===== src/rtl/sfs_pkg.sv =====
// Package for the sprite frame sequencer: command and end-mode codes and
// the default sizes. It depends on nothing else.
package sfs_pkg;

  // Default sizes for the top-level parameters.
  localparam int CLIP_SLOTS_DEF = 8;
  localparam int FRAME_BITS_DEF = 16;

  // Widths of the stream fields.
  localparam int CMD_W   = 2;
  localparam int INDEX_W = 3;
  localparam int FIELD_FRAME_W = 16;
  localparam int MODE_W  = 2;
  localparam int TIME_W  = 32;
  localparam int IN_DATA_W  = 104;
  localparam int OUT_DATA_W = 24;

  // Commands carried in the input tuser.
  typedef enum logic [CMD_W-1:0] {
    CMD_DEFINE = 2'd0,
    CMD_SELECT = 2'd1,
    CMD_DRAW   = 2'd2
  } cmd_t;

  // End-of-clip behavior. Any other code plays as a loop.
  typedef enum logic [MODE_W-1:0] {
    MODE_LOOP = 2'd0,
    MODE_KEEP = 2'd1,
    MODE_HIDE = 2'd2
  } mode_t;

endpackage


===== src/rtl/sfs_ram.sv =====
// Generic single-write, single-read RAM with a registered read port.
// Holds the clip table of the sprite frame sequencer; no dependencies.
module sfs_ram #(
  parameter int WIDTH = 8,
  parameter int DEPTH = 8
) (
  input  logic                             clk,
  input  logic                             wr_en,
  input  logic [(DEPTH > 1 ? $clog2(DEPTH) : 1)-1:0] wr_addr,
  input  logic [WIDTH-1:0]                 wr_data,
  input  logic [(DEPTH > 1 ? $clog2(DEPTH) : 1)-1:0] rd_addr,
  output logic [WIDTH-1:0]                 rd_data
);

  logic [WIDTH-1:0] mem [DEPTH];

  // Write port and registered read port; a read in the same cycle as a
  // write to that address returns the old contents.
  always_ff @(posedge clk) begin
    if (wr_en) begin
      mem[wr_addr] <= wr_data;
    end
    rd_data <= mem[rd_addr];
  end

endmodule


===== src/rtl/sprite_frame_sequencer.sv =====
// Top level of the sprite frame sequencer: command decode, clip playback
// state and the result register. Depends on sfs_pkg and sfs_ram.
//
//  channel | direction | tuser          | tdata                          | result
//  --------+-----------+----------------+--------------------------------+---------------
//  in_     | slave     | command        | index, bounds, mode, time, now | none
//  out_    | master    | -              | visible, frame_index           | one per draw
//
// Each command passes through the input register; a draw result then sits
// in the output register until taken. One transaction is accepted per
// cycle while no draw waits on a full result register, set by the single
// pass through the clip state between the input and result registers.
// Reset clears the playback state; the clip table holds garbage until
// defined. A stalled result holds a pending draw in the input register
// and drops in_tready; defines and selects never wait.
module sprite_frame_sequencer #(
  parameter int CLIP_SLOTS = sfs_pkg::CLIP_SLOTS_DEF,
  parameter int FRAME_BITS = sfs_pkg::FRAME_BITS_DEF
) (
  input  logic                           clk,
  input  logic                           rst_n,
  input  logic                           in_tvalid,
  output logic                           in_tready,
  // Fields from bit 0: entry_index[2:0], start_frame[18:3], end_frame[34:19],
  // end_mode[36:35], frame_time[68:37], now_ms[100:69], zero fill to 103.
  input  logic [sfs_pkg::IN_DATA_W-1:0]  in_tdata,
  // Fields from bit 0: command[1:0].
  input  logic [sfs_pkg::CMD_W-1:0]      in_tuser,
  output logic                           out_tvalid,
  input  logic                           out_tready,
  // Fields from bit 0: visible[0], frame_index[16:1], zero fill to 23.
  output logic [sfs_pkg::OUT_DATA_W-1:0] out_tdata
);

  localparam int FW      = FRAME_BITS;
  localparam int ADDR_W  = (CLIP_SLOTS > 1) ? $clog2(CLIP_SLOTS) : 1;
  localparam int ENTRY_W = 2 * FW + sfs_pkg::MODE_W + sfs_pkg::TIME_W;
  localparam int IDX_CMP_W = 9;
  localparam logic [IDX_CMP_W-1:0] SLOTS = IDX_CMP_W'(CLIP_SLOTS);

  // Input field unpacking.
  logic [sfs_pkg::INDEX_W-1:0]       in_index;
  logic [sfs_pkg::FIELD_FRAME_W-1:0] in_start;
  logic [sfs_pkg::FIELD_FRAME_W-1:0] in_end;
  logic [sfs_pkg::MODE_W-1:0]        in_mode;
  logic [sfs_pkg::TIME_W-1:0]        in_ftime;
  logic [sfs_pkg::TIME_W-1:0]        in_now;
  logic                              in_accept;
  logic                              in_index_ok;
  logic [IDX_CMP_W-1:0]              in_index_ext;

  assign in_index = in_tdata[2:0];
  assign in_start = in_tdata[18:3];
  assign in_end   = in_tdata[34:19];
  assign in_mode  = in_tdata[36:35];
  assign in_ftime = in_tdata[68:37];
  assign in_now   = in_tdata[100:69];

  assign in_accept    = in_tvalid && in_tready;
  assign in_index_ext = IDX_CMP_W'(in_index);
  assign in_index_ok  = in_index_ext < SLOTS;

  // Clip table. A define is written on acceptance; a select reads its entry
  // on acceptance and finds the data ready when it reaches the pass stage.
  logic               ram_wr_en;
  logic [ENTRY_W-1:0] ram_wr_data;
  logic [ENTRY_W-1:0] ram_rd_data;
  logic [ADDR_W-1:0]  ram_addr;

  assign ram_addr    = in_index_ext[ADDR_W-1:0];
  assign ram_wr_en   = in_accept && (sfs_pkg::cmd_t'(in_tuser) == sfs_pkg::CMD_DEFINE)
                       && in_index_ok;
  assign ram_wr_data = {in_ftime, in_mode, FW'(in_end), FW'(in_start)};

  sfs_ram #(
    .WIDTH (ENTRY_W),
    .DEPTH (CLIP_SLOTS)
  ) u_clip_ram (
    .clk     (clk),
    .wr_en   (ram_wr_en),
    .wr_addr (ram_addr),
    .wr_data (ram_wr_data),
    .rd_addr (ram_addr),
    .rd_data (ram_rd_data)
  );

  // Input register.
  logic                              s1_valid_r;
  sfs_pkg::cmd_t                     s1_cmd_r;
  logic [sfs_pkg::INDEX_W-1:0]       s1_index_r;
  logic                              s1_index_ok_r;
  logic [FW-1:0]                     s1_start_r;
  logic [FW-1:0]                     s1_end_r;
  logic [sfs_pkg::MODE_W-1:0]        s1_mode_r;
  logic [sfs_pkg::TIME_W-1:0]        s1_ftime_r;
  logic [sfs_pkg::TIME_W-1:0]        s1_now_r;
  logic                              s1_go;
  logic                              s1_is_draw;

  // Playback state and a copy of the current clip's entry.
  logic                              sel_r,   sel_nxt;
  logic [sfs_pkg::INDEX_W-1:0]       clip_r,  clip_nxt;
  logic [FW-1:0]                     frame_r, frame_nxt;
  logic                              ended_r, ended_nxt;
  logic [sfs_pkg::TIME_W-1:0]        fst_r,   fst_nxt;
  logic [FW-1:0]                     cur_start_r, cur_start_nxt;
  logic [FW-1:0]                     cur_end_r,   cur_end_nxt;
  logic [sfs_pkg::MODE_W-1:0]        cur_mode_r,  cur_mode_nxt;
  logic [sfs_pkg::TIME_W-1:0]        cur_time_r,  cur_time_nxt;

  // Result register.
  logic                              out_valid_r;
  logic                              out_vis_r,   out_vis_nxt;
  logic [sfs_pkg::FIELD_FRAME_W-1:0] out_frame_r, out_frame_nxt;

  // Flow control: only a draw can wait, and only on a full result register.
  assign s1_is_draw = (s1_cmd_r == sfs_pkg::CMD_DRAW);
  assign s1_go      = s1_valid_r && (!s1_is_draw || !out_valid_r || out_tready);
  assign in_tready  = !s1_valid_r || s1_go;

  always_ff @(posedge clk) begin
    if (!rst_n) begin
      s1_valid_r <= 1'b0;
    end else if (in_tready) begin
      s1_valid_r <= in_tvalid;
    end
  end

  always_ff @(posedge clk) begin
    if (in_accept) begin
      s1_cmd_r      <= sfs_pkg::cmd_t'(in_tuser);
      s1_index_r    <= in_index;
      s1_index_ok_r <= in_index_ok;
      s1_start_r    <= FW'(in_start);
      s1_end_r      <= FW'(in_end);
      s1_mode_r     <= in_mode;
      s1_ftime_r    <= in_ftime;
      s1_now_r      <= in_now;
    end
  end

  // Single pass over the command in the input register.
  logic [FW:0]               next_frame;
  logic [sfs_pkg::TIME_W-1:0] elapsed;
  logic                      cur_is_keep;

  assign next_frame  = {1'b0, frame_r} + {{FW{1'b0}}, 1'b1};
  assign elapsed     = s1_now_r - fst_r;
  assign cur_is_keep = (sfs_pkg::mode_t'(cur_mode_r) == sfs_pkg::MODE_KEEP);

  always_comb begin
    sel_nxt       = sel_r;
    clip_nxt      = clip_r;
    frame_nxt     = frame_r;
    ended_nxt     = ended_r;
    fst_nxt       = fst_r;
    cur_start_nxt = cur_start_r;
    cur_end_nxt   = cur_end_r;
    cur_mode_nxt  = cur_mode_r;
    cur_time_nxt  = cur_time_r;
    out_vis_nxt   = 1'b0;
    out_frame_nxt = '0;

    if (s1_go) begin
      unique case (s1_cmd_r)
        sfs_pkg::CMD_DEFINE: begin
          // A redefined current clip takes effect without a restart.
          if (s1_index_ok_r && (s1_index_r == clip_r)) begin
            cur_start_nxt = s1_start_r;
            cur_end_nxt   = s1_end_r;
            cur_mode_nxt  = s1_mode_r;
            cur_time_nxt  = s1_ftime_r;
          end
        end
        sfs_pkg::CMD_SELECT: begin
          if (s1_index_ok_r && (!sel_r || (s1_index_r != clip_r))) begin
            sel_nxt       = 1'b1;
            clip_nxt      = s1_index_r;
            frame_nxt     = ram_rd_data[FW-1:0];
            ended_nxt     = 1'b0;
            fst_nxt       = s1_now_r;
            cur_start_nxt = ram_rd_data[FW-1:0];
            cur_end_nxt   = ram_rd_data[2*FW-1:FW];
            cur_mode_nxt  = ram_rd_data[2*FW+sfs_pkg::MODE_W-1:2*FW];
            cur_time_nxt  = ram_rd_data[ENTRY_W-1:2*FW+sfs_pkg::MODE_W];
          end
        end
        sfs_pkg::CMD_DRAW: begin
          if (sel_r && ended_r) begin
            // Only a kept clip still shows its last frame.
            out_vis_nxt   = cur_is_keep;
            out_frame_nxt = cur_is_keep ? 16'(frame_r) : '0;
          end else if (sel_r) begin
            out_vis_nxt   = 1'b1;
            out_frame_nxt = 16'(frame_r);
            if (elapsed > cur_time_r) begin
              fst_nxt = s1_now_r;
              if (next_frame >= {1'b0, cur_end_r}) begin
                priority case (sfs_pkg::mode_t'(cur_mode_r))
                  sfs_pkg::MODE_KEEP: ended_nxt = 1'b1;
                  sfs_pkg::MODE_HIDE: begin
                    frame_nxt = next_frame[FW-1:0];
                    ended_nxt = 1'b1;
                  end
                  default: frame_nxt = cur_start_r;
                endcase
              end else begin
                frame_nxt = next_frame[FW-1:0];
              end
            end
          end
        end
        default: begin
          // Unused command code: no effect, no result.
        end
      endcase
    end
  end

  // Playback state registers.
  always_ff @(posedge clk) begin
    if (!rst_n) begin
      sel_r   <= 1'b0;
      clip_r  <= '0;
      frame_r <= '0;
      ended_r <= 1'b0;
      fst_r   <= '0;
    end else begin
      sel_r   <= sel_nxt;
      clip_r  <= clip_nxt;
      frame_r <= frame_nxt;
      ended_r <= ended_nxt;
      fst_r   <= fst_nxt;
    end
  end

  always_ff @(posedge clk) begin
    cur_start_r <= cur_start_nxt;
    cur_end_r   <= cur_end_nxt;
    cur_mode_r  <= cur_mode_nxt;
    cur_time_r  <= cur_time_nxt;
  end

  // Result register: loaded by a draw, emptied by the output transaction.
  always_ff @(posedge clk) begin
    if (!rst_n) begin
      out_valid_r <= 1'b0;
    end else if (s1_go && s1_is_draw) begin
      out_valid_r <= 1'b1;
    end else if (out_tready) begin
      out_valid_r <= 1'b0;
    end
  end

  always_ff @(posedge clk) begin
    if (s1_go && s1_is_draw) begin
      out_vis_r   <= out_vis_nxt;
      out_frame_r <= out_frame_nxt;
    end
  end

  assign out_tvalid = out_valid_r;
  assign out_tdata  = {7'd0, out_frame_r, out_vis_r};

endmodule

===== config.mk =====
export PLATFORM = sky130hd
export DESIGN_NAME = sprite_frame_sequencer
export DESIGN_NICKNAME = d
export VERILOG_FILES = /design/src/rtl/sfs_pkg.sv /design/src/rtl/sfs_ram.sv /design/src/rtl/sprite_frame_sequencer.sv
export SDC_FILE = /design/constraint.sdc
export NUM_CORES = 1
export LEC_CHECK = 0
export BUFFER_PORTS_ARGS = -buffer_cell sky130_fd_sc_hd__buf_2
export CAP_MARGIN = 20
export CORE_MARGIN = 3
export CORE_UTILIZATION = 55
export DETAILED_ROUTE_END_ITERATION = 8
export GPL_TIMING_DRIVEN = 0
export MAX_ROUTING_LAYER = met4
export PLACE_DENSITY = 0.72
export SLEW_MARGIN = 20
export SYNTH_ARGS = -nofsm -noshare
export SYNTH_HDL_FRONTEND = slang
export SYNTH_SLANG_ARGS = --single-unit

===== constraint.sdc =====
create_clock -name clk -period 30.2 [get_ports clk]
set_input_delay 4.53 -clock clk [delete_from_list [all_inputs] [get_ports clk]]
set_output_delay 4.53 -clock clk [all_outputs]
set_load 0.02 [all_outputs]

# Word level (Yosys, flattened, before mapping)
# Memory sizes are Yosys's and may differ from the RTL's. A register that Yosys moved wholly into a read port is not among the register bits.
# Cells that the tools add are included.
word_totals:
  wordCells: 108
  mem_bits_rw: 528
  mem_count: 1
  reg_bits: 242
mem_list:
  columns: ["memory", "words", "width", "read_ports", "rd_clocked_by_memory_dff", "write_ports", "line", "rtl"]
  rows:
  - ["u_clip_ram.mem", 8, 66, 1, 1, 1, "sfs_ram.sv:15", "logic [WIDTH-1:0] mem [DEPTH];"]
classes:
  n_reduce_logical: 28
  muxes: 39
  add_sub_neg: 2
  order_cmp: 3
  eq_ne: 14
op_table:
  columns: ["op", "n"]
  rows:
  - ["$mux W32", 6]
  - ["$mux W16", 11]
  - ["$pmux W16 S2", 4]
  - ["$pmux W32 S2", 2]
  - ["$gt A32 B32 Y1", 1]
  - ["$sub A32 B32 Y32", 1]
  - ["$add A16 B1 Y17 const B", 1]
  - ["$ge A17 B16 Y1", 1]
  - ["$mux W1", 12]
  - ["$logic_and A1 B1 Y1", 8]
  - ["$ne A2 B2 Y1 const B", 4]
  - ["$reduce_and A8 Y1", 1]
  - ["$reduce_and A7 Y1", 1]
  - ["$ne A2 B1 Y1 const B", 3]
  - ["$reduce_and A6 Y1", 1]
  - ["$reduce_bool A2 Y1", 3]
  - ["$eq A2 B1 Y1 const B", 2]
  - ["$eq A2 B2 Y1 const B", 2]
  - ["$logic_not A1 Y1", 4]
  - ["$logic_not A2 Y1", 2]
  - ["$logic_or A1 B1 Y1", 4]
  - ["$lt A3 B4 Y1 const B", 1]
  - ["$mux W2", 2]
  - ["$pmux W2 S2", 1]
  - ["other kinds (8)", 8]

# Depth between registers and ports, before layout
logic_depth:
  ltp_word: 11
  mapped_depth: 25
  depth_no_buf: 23

# Hierarchy
# Synthesis repeated with hierarchy kept, for this count alone.
hier_totals:
  cells_unflattened: 1879
  hier_area_um2: 33534.7
by_module_without_submodules:
  columns: ["module", "seq_area_each_um2", "area_each_um2", "instances", "cells_each"]
  rows:
  - ["sfs_ram", 17176.5, 21174.1, 1, 842]
  - ["sprite_frame_sequencer", 6686.4, 12360.6, 1, 1037]

# Worst setup path after synthesis
# OpenSTA, ideal clock, no wires.
synth_timing:
  path_type: "input to register"
  startpoint: "in out_tready"
  endpoint: "mem u_clip_ram.mem[0][0] (netlist name), enable pin"
  slack_ns: 17.626
  setup_time_ns: 0.431
  required_time_ns: 29.769
  arrival_time_ns: 12.142
  n_path_buf: 0
  path_stages: 3
  path_cell_list: "nor2b_1 a31oi_1 and3_1"
synth_via:
  elab_chain_cells: 8
synth_lines:
  columns: ["item", "line", "rtl"]
  rows:
  - ["start: declaration", "sprite_frame_sequencer.sv:30", "input logic out_tready,"]
  - ["$logic_or A1 B1 Y1", "sprite_frame_sequencer.sv:118", "assign s1_go = s1_valid_r && (!s1_is_draw || !out_valid_r || out_tready);"]
  - ["$logic_and A1 B1 Y1", "sprite_frame_sequencer.sv:118", null]
  - ["$logic_or A1 B1 Y1", "sprite_frame_sequencer.sv:119", "assign in_tready = !s1_valid_r || s1_go;"]
  - ["$logic_and A1 B1 Y1", "sprite_frame_sequencer.sv:59", "assign in_accept = in_tvalid && in_tready;"]
  - ["via in_accept", "sprite_frame_sequencer.sv:48", "logic in_accept;"]
  - ["$logic_and A1 B1 Y1", "sprite_frame_sequencer.sv:71", "assign ram_wr_en = in_accept && (sfs_pkg::cmd_t'(in_tuser) == sfs_pkg::CMD_DEFINE)"]
  - ["$logic_and A1 B1 Y1", "sprite_frame_sequencer.sv:72", "&& in_index_ok;"]
  - ["$mux W1", "sfs_ram.sv:20", "if (wr_en) begin"]
  - ["$mux W1 (not written as such)", "sfs_ram.sv:21", "mem[wr_addr] <= wr_data;"]
  - ["end: declaration", "sfs_ram.sv:15", null]
# The timed path passes the listed nets, and every way through them passes these cells.

# Worst setup path in the final report
layout_timing:
  startpoint: "in out_tready"
  endpoint: "out in_tready"
layout_via:
  elab_chain_cells: 3
layout_lines:
  columns: ["item", "line", "rtl"]
  rows:
  - ["$logic_or A1 B1 Y1", "sprite_frame_sequencer.sv:118", null]
  - ["$logic_and A1 B1 Y1", "sprite_frame_sequencer.sv:118", null]
  - ["$logic_or A1 B1 Y1", "sprite_frame_sequencer.sv:119", null]
  - ["end: declaration", "sprite_frame_sequencer.sv:23", "output logic in_tready,"]
# Every way passes these cells.

==> metrics.txt <==
status=finished clean; CP Capture Type=output port; TritonCTS Buffers=82; Critical Path Fanout Max=4; area share of the largest cell type after synthesis=0.667; CTS tree=done; Final WS setup=20.24 ns; Starting DRT DRC Count=2188; Critical Path AT=5.43 ns; Initial Utilization=0.563; f_max=100 MHz; Core ar.=0.0570 mm²; residual DRC count=0; yosys warns=0; post-synth cell types=62; Clk Tree Root Cell=clkbuf_16; per-cell routed wire length=26.4 µm; Yosys reg bits=835; worst-margin pin slew=1.21 ns; Power Density=66.1 mW/mm²; Total GRT Usage=0.274; cell area after layout=0.0369 mm²; Gate Count Post-Synth=2020; Total Wirelength=81700 µm; final setup vio count=0; Final Hold Viols=0; Synth Area per Inst=15.9 µm²; global-route wire length before repair=118000 µm; setup TNS=0 ns; Pre-antenna DRT Iters=5; Slew Limit Fails=0; layout cells sized above 1=0.155; post-CTS setup buffer count=0; CTS Hold Bufs=0; post-synthesis sequential area ratio=0.743; RSZ-0062 raised after global routing=false; total number of vias=19014; grt ovf=0; Reg clk slew, reported paths=0.06 ns; Sink Count=835; Post-synth EDFFs=714; largest net degree at the start of global routing=41; CP Launch Type=primary input; commonest non-fill, non-tap cell in the layout=edfxtp_1; dominant synthesized flop cell=edfxtp_1; DR vias/cell=6.14; clock tree buffer depth=3; peak supply drop=0.0000424 V; Port Buf Inserts=124; critical path type=in -> out; relative slew slack=0.196; synthesis-to-layout area growth=14.9%; vias in the first global route=18759; ys async rst share=0; die area=0.0614 mm²; Fin Clk Skew=0.0250 ns; most frequent cells in the layout=edfxtp_1 (714), a22oi_1 (269), buf_2 (125), dfxtp_1 (121), inv_1 (96); Die Wd=248 µm; Worst Hold Class=reg -> reg; Tot Pwr=2.44 mW; Final nets=2450; Required @ worst endpoint=25.67 ns; Max-Cap Viols=0; ANT nets after route=0; Post-Place Worst Slack=20.26 ns; Post-Syn Area=0.0321 mm²; area leader, netlist=edfxtp_1; worst skew pair latency=0.63 ns; CTS resizes=0; synth top area cells=edfxtp_1 (67%), dfxtp_1 (7.5%), a22oi_1 (6.3%); gp weighted congestion=0.877; instance area at placement=0.0343 mm²; Rows=87; final worst path period share=0.330; H-tree depth=3; I/O pin total=136; Leak Pwr=12.8 nW; hpwl dp=52300 µm; Tmin final=9.96 ns; initial antenna violation count=14; Die Y=248 µm
==> registers in the layout (all words and copies together), names as in the netlist, 2 cells and up <==
register            flops
clip_r                  3
out_frame_r            16
u_clip_ram.mem        528
s1_index_r              3
s1_cmd_r                2
u_clip_ram.rd_data     66
s1_now_r               32
s1_ftime_r             32
cur_mode_r              2
cur_end_r              16
frame_r                16
s1_start_r             16
s1_mode_r               2
cur_time_r             32
fst_r                  32
cur_start_r            16
s1_end_r               16
==> layer usage <==
layer  global-route usage  vias up  part of all wire
met5                    -        -                 0
met4                0.114        0             0.031
met2                0.414     1013              0.47
met1                0.364     9408              0.40
met3               0.0613      157              0.10
li1                     -     8436                 -
==> metrics by stage <==
stage / utilization / instances / hold WS, ns
floorplan: - / 2026 / 0.436
global placement: 0.591 / 2906 / 0.454
detailed placement: 0.601 / 2926 / 0.457
CTS: 0.646 / 3080 / 0.470
global route: 0.647 / 3094 / 0.498
finish: 0.647 / 3095 / 0.473
==> final cells by class <==
type / instances / area (µm²)
clock inverter: 47 / 384
tap: 756 / 946
timing repair buffer: 144 / 1090
inverter: 96 / 360
clock buffer: 107 / 2230
buffer: 99 / 437
fill: 3952 / 20100
multi-input combinational: 996 / 7560
sequential: 835 / 23900
antenna: 15 / 37.5
==> critical path, cell delays in order <==
cell	delay (ns)
buf_2	0.10
nor2b_1	0.38
nand3_1	0.20
buf_2	0.21
==> worst paths after layout <==
kind / cells after the start / endpoint / from / slack (ns)
worst min-delay path: 2 / u_clip_ram.rd_data[18]$_DFF_P_ / u_clip_ram.mem[5][18]$_DFFE_PP_ / 0.47
worst max register to register: 21 / fst_r[5]$_SDFFE_PN0P_ / s1_now_r[1]$_DFFE_PP_ / 25.01
worst min register to register: 2 / u_clip_ram.rd_data[18]$_DFF_P_ / u_clip_ram.mem[5][18]$_DFFE_PP_ / 0.47
worst max-delay path: 4 / in_tready / out_tready / 20.24
==> logic make-up after synthesis <==
| logic type | Yosys count | synth area share |
|---|---|---|
| compound gates | 468 | 0.103 |
| xor+xnor | 42 | 0.0114 |
| fa+ha+maj | 86 | 0.0337 |
| buf+inv | 195 | 0.0248 |
| flops | 835 | 0.743 |
| mux | 102 | 0.0343 |
| other cells | 1 | 0.000117 |
| simple gates | 291 | 0.0497 |
==> synth_stat cells, types with 16 or more instances <==
| master | n |
|---|---|
| a21o_1 | 16 |
| xnor2_1 | 26 |
| inv_1 | 96 |
| nor2b_1 | 43 |
| edfxtp_1 | 714 |
| and2_1 | 19 |
| xor2_1 | 16 |
| nand4_1 | 80 |
| a22oi_1 | 269 |
| clkbuf_1 | 71 |
| nand3_1 | 29 |
| mux2i_1 | 36 |
| o21ai_0 | 40 |
| dfxtp_1 | 121 |
| nand2_1 | 39 |
| a21oi_1 | 56 |
| ha_1 | 85 |
| mux2_2 | 66 |
| nor2_1 | 42 |
==> report_power, final <==
group | internal (mW) | switching (mW) | total (mW)
combinational | 0.0585 | 0.0958 | 0.154
sequential | 1.28 | 0.0136 | 1.30
clock | 0.559 | 0.429 | 0.988
total | 1.90 | 0.538 | 2.44
Power figures use the tool's default switching activity.
